## src/hdl/ebmw_pkg.sv

```systemverilog
// shared constants and helpers for the ext2 block map walker
package ebmw_pkg;

  localparam int DIRECT_POINTERS = 12;
  localparam int INODE_POINTERS  = 15;
  localparam int SLOT_W          = 4;
  localparam int WORD_W          = 32;
  localparam int INDEX_W         = 14;
  localparam int LOG_W           = 3;
  localparam int CMD_W           = 2;
  localparam int KIND_W          = 2;
  localparam int LEVEL_W         = 2;
  localparam int LIMIT_W         = 44;

  localparam logic [SLOT_W-1:0] SINGLE_SLOT = 4'd12;
  localparam logic [SLOT_W-1:0] DOUBLE_SLOT = 4'd13;
  localparam logic [SLOT_W-1:0] TRIPLE_SLOT = 4'd14;

  localparam logic [LOG_W-1:0] MAX_LOG_BLOCK = 3'd6;

  localparam logic [CMD_W-1:0] CMD_LOAD = 2'd0;
  localparam logic [CMD_W-1:0] CMD_MAP  = 2'd1;
  localparam logic [CMD_W-1:0] CMD_WORD = 2'd2;

  localparam logic [KIND_W-1:0] KIND_REQUEST = 2'd0;
  localparam logic [KIND_W-1:0] KIND_MAPPED  = 2'd1;
  localparam logic [KIND_W-1:0] KIND_RANGE   = 2'd2;

  localparam logic [0:0] CFG_BLK_SIZE   = 1'b0;
  localparam logic [0:0] CFG_PART_START = 1'b1;

  // a block size code of 7 behaves as the largest legal one
  function automatic logic [LOG_W-1:0] eff_log(input logic [LOG_W-1:0] l);
    return (l > MAX_LOG_BLOCK) ? MAX_LOG_BLOCK : l;
  endfunction

  // input register contents handed to the step logic
  typedef struct packed {
    logic                valid;
    logic [CMD_W-1:0]    cmd;
    logic [SLOT_W-1:0]   slot;
    logic [WORD_W-1:0]   value;
  } item_t;

endpackage

```

## src/hdl/ebmw_ptr_file.sv

```systemverilog
// inode block pointer registers: one write port, one indexed read, three fixed reads
module ebmw_ptr_file
  import ebmw_pkg::*;
(
  input  logic              clk,
  input  logic              we,
  input  logic [SLOT_W-1:0] wr_slot,
  input  logic [WORD_W-1:0] wr_data,
  input  logic [SLOT_W-1:0] rd_slot,
  output logic [WORD_W-1:0] rd_data,
  output logic [WORD_W-1:0] ptr_single,
  output logic [WORD_W-1:0] ptr_double,
  output logic [WORD_W-1:0] ptr_triple
);

  logic [WORD_W-1:0] ptrs [INODE_POINTERS];

  always_ff @(posedge clk) begin
    if (we && (wr_slot < SLOT_W'(INODE_POINTERS))) begin
      ptrs[wr_slot] <= wr_data;
    end
  end

  assign rd_data    = (rd_slot < SLOT_W'(INODE_POINTERS)) ? ptrs[rd_slot] : '0;
  assign ptr_single = ptrs[SINGLE_SLOT];
  assign ptr_double = ptrs[DOUBLE_SLOT];
  assign ptr_triple = ptrs[TRIPLE_SLOT];

endmodule

```

## src/hdl/ebmw_step.sv

```systemverilog
// walk state, map decode and result register
module ebmw_step
  import ebmw_pkg::*;
(
  input  logic               clk,
  input  logic               rst,
  input  item_t              item,
  input  logic [LOG_W-1:0]   blk_size_code,
  input  logic [WORD_W-1:0]  partition_start_sector,
  input  logic [WORD_W-1:0]  direct_ptr,
  input  logic [WORD_W-1:0]  ptr_single,
  input  logic [WORD_W-1:0]  ptr_double,
  input  logic [WORD_W-1:0]  ptr_triple,
  output logic               done,
  output logic [KIND_W-1:0]  kind,
  output logic [WORD_W-1:0]  block_num,
  output logic [INDEX_W-1:0] entry_index,
  output logic [WORD_W-1:0]  sector
);

  logic [LEVEL_W-1:0] walk_level, walk_level_next;
  logic [INDEX_W-1:0] middle_index, middle_index_next;
  logic [INDEX_W-1:0] low_index, low_index_next;

  logic               done_next;
  logic [KIND_W-1:0]  kind_next;
  logic [WORD_W-1:0]  blk_next;
  logic [INDEX_W-1:0] idx_next;
  logic               zero_sector;

  logic [LOG_W-1:0]   l_eff;
  logic [3:0]         sh;
  logic [5:0]         sh2, sh3;
  logic [LIMIT_W-1:0] n_wide, lim1, lim2, lim3;
  logic [WORD_W-1:0]  o1, o2, o2_sh, o_hi;
  logic [INDEX_W-1:0] emask;

  assign l_eff  = eff_log(blk_size_code);
  assign sh     = 4'd8 + 4'(l_eff);
  assign sh2    = {1'b0, sh, 1'b0};
  assign sh3    = sh2 + 6'(sh);
  assign n_wide = LIMIT_W'(item.value);
  assign lim1   = LIMIT_W'(DIRECT_POINTERS) + (LIMIT_W'(1) << sh);
  assign lim2   = lim1 + (LIMIT_W'(1) << sh2);
  assign lim3   = lim2 + (LIMIT_W'(1) << sh3);
  assign emask  = INDEX_W'((WORD_W'(1) << sh) - WORD_W'(1));
  // offsets into the double and triple ranges fit in 32 bits, as the logical block is a 32-bit value
  assign o1     = WORD_W'(n_wide - lim1);
  assign o2     = WORD_W'(n_wide - lim2);
  assign o2_sh  = o2 >> sh;
  assign o_hi   = o2 >> sh2;

  always_comb begin
    walk_level_next   = walk_level;
    middle_index_next = middle_index;
    low_index_next    = low_index;
    done_next         = 1'b0;
    kind_next         = KIND_REQUEST;
    blk_next          = '0;
    idx_next          = '0;
    zero_sector       = 1'b0;
    if (item.valid) begin
      case (item.cmd)
        CMD_MAP: begin
          done_next       = 1'b1;
          walk_level_next = '0;
          if (n_wide < LIMIT_W'(DIRECT_POINTERS)) begin
            kind_next = KIND_MAPPED;
            blk_next  = direct_ptr;
          end else if (n_wide < lim1) begin
            blk_next        = ptr_single;
            idx_next        = INDEX_W'(item.value - WORD_W'(DIRECT_POINTERS));
            walk_level_next = 2'd1;
          end else if (n_wide < lim2) begin
            blk_next        = ptr_double;
            idx_next        = INDEX_W'(o1 >> sh);
            low_index_next  = INDEX_W'(o1) & emask;
            walk_level_next = 2'd2;
          end else if (n_wide < lim3) begin
            blk_next          = ptr_triple;
            idx_next          = INDEX_W'(o_hi);
            low_index_next    = INDEX_W'(o2) & emask;
            middle_index_next = INDEX_W'(o2_sh) & emask;
            walk_level_next   = 2'd3;
          end else begin
            kind_next   = KIND_RANGE;
            zero_sector = 1'b1;
          end
        end
        CMD_WORD: begin
          blk_next = item.value;
          case (walk_level)
            2'd3: begin
              done_next       = 1'b1;
              idx_next        = middle_index;
              walk_level_next = 2'd2;
            end
            2'd2: begin
              done_next       = 1'b1;
              idx_next        = low_index;
              walk_level_next = 2'd1;
            end
            2'd1: begin
              done_next       = 1'b1;
              kind_next       = KIND_MAPPED;
              walk_level_next = 2'd0;
            end
            default: begin
              // stray returned word while idle
              done_next = 1'b0;
            end
          endcase
        end
        default: begin
          // pointer loads go to the pointer file, unused code does nothing
          done_next = 1'b0;
        end
      endcase
    end
  end

  always_ff @(posedge clk) begin
    if (rst) begin
      walk_level   <= '0;
      middle_index <= '0;
      low_index    <= '0;
      done         <= 1'b0;
    end else begin
      walk_level   <= walk_level_next;
      middle_index <= middle_index_next;
      low_index    <= low_index_next;
      done         <= done_next;
    end
  end

  // sector = partition start + block * sectors per block, wrapping; zero for an out-of-range result
  always_ff @(posedge clk) begin
    kind        <= kind_next;
    block_num   <= blk_next;
    entry_index <= idx_next;
    sector      <= zero_sector ? '0
                 : partition_start_sector + (blk_next << (l_eff + LOG_W'(1)));
  end

  a_kind_legal: assert property (@(posedge clk) disable iff (rst)
    done |-> (kind == KIND_REQUEST || kind == KIND_MAPPED || kind == KIND_RANGE))
    else $error("illegal result kind");

  a_range_zero: assert property (@(posedge clk) disable iff (rst)
    (done && kind == KIND_RANGE) |->
      (block_num == '0 && entry_index == '0 && sector == '0))
    else $error("out of range result carries data");

  a_mapped_index: assert property (@(posedge clk) disable iff (rst)
    (done && kind == KIND_MAPPED) |-> (entry_index == '0 && walk_level == '0))
    else $error("mapped result leaves walk open or has index");

  a_request_walk: assert property (@(posedge clk) disable iff (rst)
    (done && kind == KIND_REQUEST) |-> (walk_level != '0))
    else $error("read request issued without pending walk");

  a_walk_steps: assert property (@(posedge clk) disable iff (rst)
    (item.valid && item.cmd == CMD_WORD && walk_level != '0) |=>
      (done && walk_level == $past(walk_level) - 2'd1))
    else $error("returned word did not advance walk by one level");

endmodule

```

## src/hdl/ext2_block_map_walker.sv

```systemverilog
// top level: ext2 inode block map lookup with pointer-block read requests
//
// channels: an item is taken at a rising edge with start high and busy low;
// cmd selects a pointer load (pointer_slot, value), a map request (value is
// the logical block) or a returned pointer-block word (value). results leave
// on kind, block_num, entry_index and sector, marked by done for exactly
// one cycle; the receiver cannot stall, so every result is taken as shown.
// a map request gives a mapped block, an out-of-range status, or a read
// request; each returned word then gives the next request or the final block.
// configuration: cfg_we writes cfg_data to register cfg_index (0 block size code, 1
// partition start sector); the user must write only while no transaction is in flight, the block does not enforce it.
// throughput: one item per cycle; the input register feeds one pass of decode
// and the pointer file read into the result register, and the walk state is
// updated at that same edge, so a returned word may follow its request at once.
// reset: synchronous; clears the walk state, the result strobe and the
// configuration registers; busy is high while rst is high. inode pointers
// hold no value until loaded.
module ext2_block_map_walker
  import ebmw_pkg::*;
(
  input  logic               clk,
  input  logic               rst,
  input  logic               start,
  output logic               busy,
  input  logic [CMD_W-1:0]   cmd,
  input  logic [SLOT_W-1:0]  pointer_slot,
  input  logic [WORD_W-1:0]  value,
  input  logic               cfg_we,
  input  logic [0:0]         cfg_index,
  input  logic [WORD_W-1:0]  cfg_data,
  output logic               done,
  output logic [KIND_W-1:0]  kind,
  output logic [WORD_W-1:0]  block_num,
  output logic [INDEX_W-1:0] entry_index,
  output logic [WORD_W-1:0]  sector
);

  logic [LOG_W-1:0]  blk_size_code;
  logic [WORD_W-1:0] partition_start_sector;
  item_t             item;
  logic [WORD_W-1:0] direct_ptr, ptr_single, ptr_double, ptr_triple;

  assign busy = rst;

  always_ff @(posedge clk) begin
    item.cmd   <= cmd;
    item.slot  <= pointer_slot;
    item.value <= value;
    if (rst) begin
      blk_size_code          <= '0;
      partition_start_sector <= '0;
      item.valid             <= 1'b0;
    end else begin
      item.valid <= start;
      if (cfg_we) begin
        unique case (cfg_index)
          CFG_BLK_SIZE:   blk_size_code          <= cfg_data[LOG_W-1:0];
          CFG_PART_START: partition_start_sector <= cfg_data;
          default:        blk_size_code          <= blk_size_code;
        endcase
      end
    end
  end

  ebmw_ptr_file u_ptr_file (
    .clk        (clk),
    .we         (item.valid && item.cmd == CMD_LOAD),
    .wr_slot    (item.slot),
    .wr_data    (item.value),
    .rd_slot    (item.value[SLOT_W-1:0]),
    .rd_data    (direct_ptr),
    .ptr_single (ptr_single),
    .ptr_double (ptr_double),
    .ptr_triple (ptr_triple)
  );

  ebmw_step u_step (
    .clk                    (clk),
    .rst                    (rst),
    .item                   (item),
    .blk_size_code          (blk_size_code),
    .partition_start_sector (partition_start_sector),
    .direct_ptr             (direct_ptr),
    .ptr_single             (ptr_single),
    .ptr_double             (ptr_double),
    .ptr_triple             (ptr_triple),
    .done                   (done),
    .kind                   (kind),
    .block_num              (block_num),
    .entry_index            (entry_index),
    .sector                 (sector)
  );

endmodule
```

## config.mk

```make
export PLATFORM = sky130hd
export DESIGN_NAME = ext2_block_map_walker
export DESIGN_NICKNAME = d
export VERILOG_FILES = /design/src/hdl/ebmw_pkg.sv /design/src/hdl/ebmw_ptr_file.sv /design/src/hdl/ebmw_step.sv /design/src/hdl/ext2_block_map_walker.sv
export SDC_FILE = /design/constraint.sdc
export NUM_CORES = 1
export LEC_CHECK = 0
export BUFFER_PORTS_ARGS = -buffer_cell sky130_fd_sc_hd__buf_2
export CORE_MARGIN = 2
export CORE_UTILIZATION = 45
export DETAILED_ROUTE_END_ITERATION = 6
export GPL_TIMING_DRIVEN = 0
export SLEW_MARGIN = 20
export SYNTH_ARGS = -nofsm -noshare
export SYNTH_HDL_FRONTEND = slang
export SYNTH_HIERARCHICAL = 1
export SYNTH_SLANG_ARGS = --single-unit
```

## constraint.sdc

```tcl
create_clock -name clk -period 11.3 [get_ports clk]
set_input_delay 3.39 -clock clk [delete_from_list [all_inputs] [get_ports clk]]
set_output_delay 3.39 -clock clk [all_outputs]
set_load 0.01 [all_outputs]
```

==> run_results.csv <==
group,metric,value,unit
drt,first_pass_iters,7,
global_route,grt-ovfl-total,0,
status,outcome,"finished, violations left",
layout,layout.nets,3379,
drt,routed_wl,128000,microns
global_route,grt_util_all_layers,32.1,%
cts,cts_hold_buf,0,
layout,layout_commonest_cell,"edfxtp_1",
drt,drtAntennaViolNets,0,
drt,drc_errors,3,
cts,tritoncts,"yes",
sta,min_period,10.76,ns
yosys,syn_area,0.0340,sq mm
yosys,synth_ff_type,"edfxtp_1",
pwr,leakage,14.7,nW
pwr,ir_drop,145,uV
sta,max-slew-margin-rel,18.5,%
global_route,use_met3,5.92,%
die,dieArea,0.0779,sq mm
yosys,postSynthCellCount,2912,
sta,period_share,95.2,%
critical_path,crit_type,"flop to flop",
layout,multiInputGateArea,0.0146,sq mm
global_route,first_global_vias,26100,
hold_path,min_from,"u_step/low_index[4]$_SDFFE_PP0P_",
cts,clock_latency,0.65,ns
critical_path,reg2reg_from,"blk_size_code[2]$_SDFFE_PP0P_",
die,io_pins,157,
placement,gp_congestion,0.943,
pwr,p_int,0.00440,W
global_route,antenna_found_initial,3,
global_route,use_met2,49.2,%
cts,cts_buffer_depth,3,
critical_path,critPathCaptureType,"flop",
yosys,syn_avg_cell_area,11.7,sq um
layout,final_cell_mix,"edfxtp_1, nor2_1, mux2i_1, buf_2, dfxtp_1",
drt,dr.first_iter.drc_count,3432,
critical_path,worstPathArrival,11.30,ns
yosys,yosysUniqueCellTypes,104,
critical_path,cp_slowest_cell,"a222oi_1",
pwr,swShare,26.5,%
cts,htree_levels,3,
die,start_util,45.6,%
critical_path,r2r.worst_path.cells,41,
cts,cts_buffers,73,
global_route,grt_max_degree,30,
critical_path,worst_ep_required_time,11.84,ns
global_route,met1_usage,46.0,%
pwr,clockPowerShare,42.2,%
global_route,grt_pass1_wl,182000,microns
hold_path,hp-class,"flop to flop",
status,violations,"DRC",
critical_path,r2r_setup_slack,0.54,ns
sta,timing_worst_slew_pin_value,1.21,ns
sta,finalClockSkew,0.0335,ns
drt,avgViaCountPerCell,6.43,
sta,hold_violations,0,
critical_path,cpPeakStageDelay,0.73,ns
die,row_count,100,
pwr,finalPower,0.00599,W
yosys,yosysWarnings,6,
pwr,p_switching,0.00159,W
critical_path,cp-startpoint,"blk_size_code[2]$_SDFFE_PP0P_",
pwr,power_frac_seq,45.3,%
drt,routedWlPerCell,30.2,microns
pwr,powerDensity,152,mW/mm^2
layout,area_delta_synth_final,16.1,%
cts,root_buffer,"clkbuf_16",
sta,setup_viol,0,
critical_path,cp_max_fo,12,
yosys,synth_edf_count,480,
die,dieWidth,279,microns
critical_path,r2r_end,"u_step/sector[31]$_SDFF_PP0_",
global_route,grt.busiest_layer,"met2",
cts,cts_sinks,665,
sta,rsz0062_at_grt,"false",
cts,clk_pin_slew,0.06,ns
yosys,synth-seq-cells,665,
yosys,synth_nets,3094,
critical_path,startpoint_type,"flop",
layout,final_util,52.9,%
yosys,synth_seq_area_share,53.2,%
drt,vias,27200,
sta,fmax,92.9,MHz
sta,layout_setup_ws,0.538,ns
placement,dp_cells,4071,
placement,post-dp-hpwl,95700,microns
pwr,p_comb_share,12.5,%
layout,drive_above_1_share,17.6,%
sta,drv_slew,0,
yosys,postSynth.asyncResetShare,0,%
layout,fin_cells,4227,
placement,port-buffer-count,154,
flow_run,maxCapViolCount,0,
placement,place_ws,-2.56,ns
layout,nFillCells,6419,
die,die_h,279,microns
die,coreArea,0.0747,sq mm
layout,regArea,0.0181,sq mm
critical_path,crit_end,"u_step/sector[31]$_SDFF_PP0_",
what timing repair did:
action	CTS	global route
setup endpoints to repair	28	19
setup buffers	20	4
pin swaps	11	3
resized for setup	23	16
per-layer routing:
| layer | wire length [microns] | share of wire, % |
|---|---|---|
| met1 | 55900 | 44 |
| met2 | 55900 | 44 |
| met3 | 11500 | 9.0 |
| met4 | 4300 | 3.4 |
| met5 | 27 | 0.021 |
cell families (layout without fill, tap and decap cells):
kind of cell             count (synthesis)  in the layout  synth area share (%)
AO/OA/AOI/OAI                          790            790                  16.7
XOR/XNOR                                72             72                  1.85
adder cells (fa/ha/maj)                107            107                  3.98
buffers and inverters                  306            651                  4.30
flip-flops                             665            665                  53.2
multiplexers                           277            277                  9.99
other                                    0              1                     0
AND/OR/NAND/NOR                        695            695                  9.91
state kept, by name (all words and copies together), names as in the netlist:
| signal | cells |
|---|---|
| partition_start_sector | 32 |
| u_step/entry_index | 14 |
| blk_size_code | 3 |
| u_ptr_file/ptrs | 480 |
| u_step/done | 1 |
| u_step/sector | 32 |
| u_step/middle_index | 14 |
| u_step/kind | 2 |
| item | 39 |
| u_step/block_num | 32 |
| u_step/walk_level | 2 |
| u_step/low_index | 14 |
through the flow:
step                area, sq um  setup TNS (ns)  hold slack (ns)
detailed placement        36700          -42.07            0.447
floorplan                 34000               0            0.426
global placement          36000          -54.60            0.443
CTS                       39400               0            0.455
finish                    39500               0            0.458
global route              39500               0            0.476
area by class of cell:
cell class                      count  share of cell area, %
Antenna cell                        1                0.00633
Timing Repair Buffer              214                   3.75
Inverter                          104                   1.00
Clock buffer                       93                   5.02
Multi-Input combinational cell   1941                   37.1
Sequential cell                   665                   45.9
Tap cell                          969                   3.07
Buffer                            198                   2.75
Clock inverter                     42                   1.47
how the worst min path moves through the flow:
stage	to	slack, ns	depth (start not counted)
3_3_place_gp	u_step/middle_index[1]$_SDFFE_PP0P_	0.44	2
6_report	u_step/low_index[4]$_SDFFE_PP0P_	0.46	2
4_1_cts	u_step/low_index[4]$_SDFFE_PP0P_	0.46	2
2_1_floorplan	u_step/middle_index[13]$_SDFFE_PP0P_	0.43	2
3_5_place_dp	u_step/middle_index[1]$_SDFFE_PP0P_	0.45	2
5_1_grt	u_step/low_index[0]$_SDFFE_PP0P_	0.48	2
critical path: cells and delay by family (launching register included):
| kind | cells | cell delay, ns |
|---|---|---|
| fa+ha+maj | 4 | 1.10 |
| buf+inv | 7 | 1.72 |
| simple gates | 9 | 2.35 |
| compound gates | 19 | 4.69 |
| mux | 1 | 0.22 |
| xor+xnor | 1 | 0.12 |
| flops | 1 | 0.41 |
Yosys cell counts (56+ instances only):
master    count  area, sq um
o21ai_0      85          425
ha_1        105         1310
nor3_1       56          280
nand2_1     154          578
inv_1       101          379
dfxtp_1     185         3700
mux2i_1     219         2190
clkbuf_1    115          432
nor2_1      232          871
a21oi_1     130          651
edfxtp_1    480        14400
a22oi_1      96          721
nand3_1      58          290
power by group through the flow:
stage / registers, W / clock network (W) / logic, W
after detailed placement: 0.00277 / 0 / 0.000707
after global routing: 0.00272 / 0.00265 / 0.000785
after global placement: 0.00276 / 0 / 0.000697
final: 0.00272 / 0.00253 / 0.000750
after floorplan: 0.00273 / 0 / 0.000444
after CTS: 0.00272 / 0.00256 / 0.000721
Note: power is estimated with default switching activity, not from simulation.
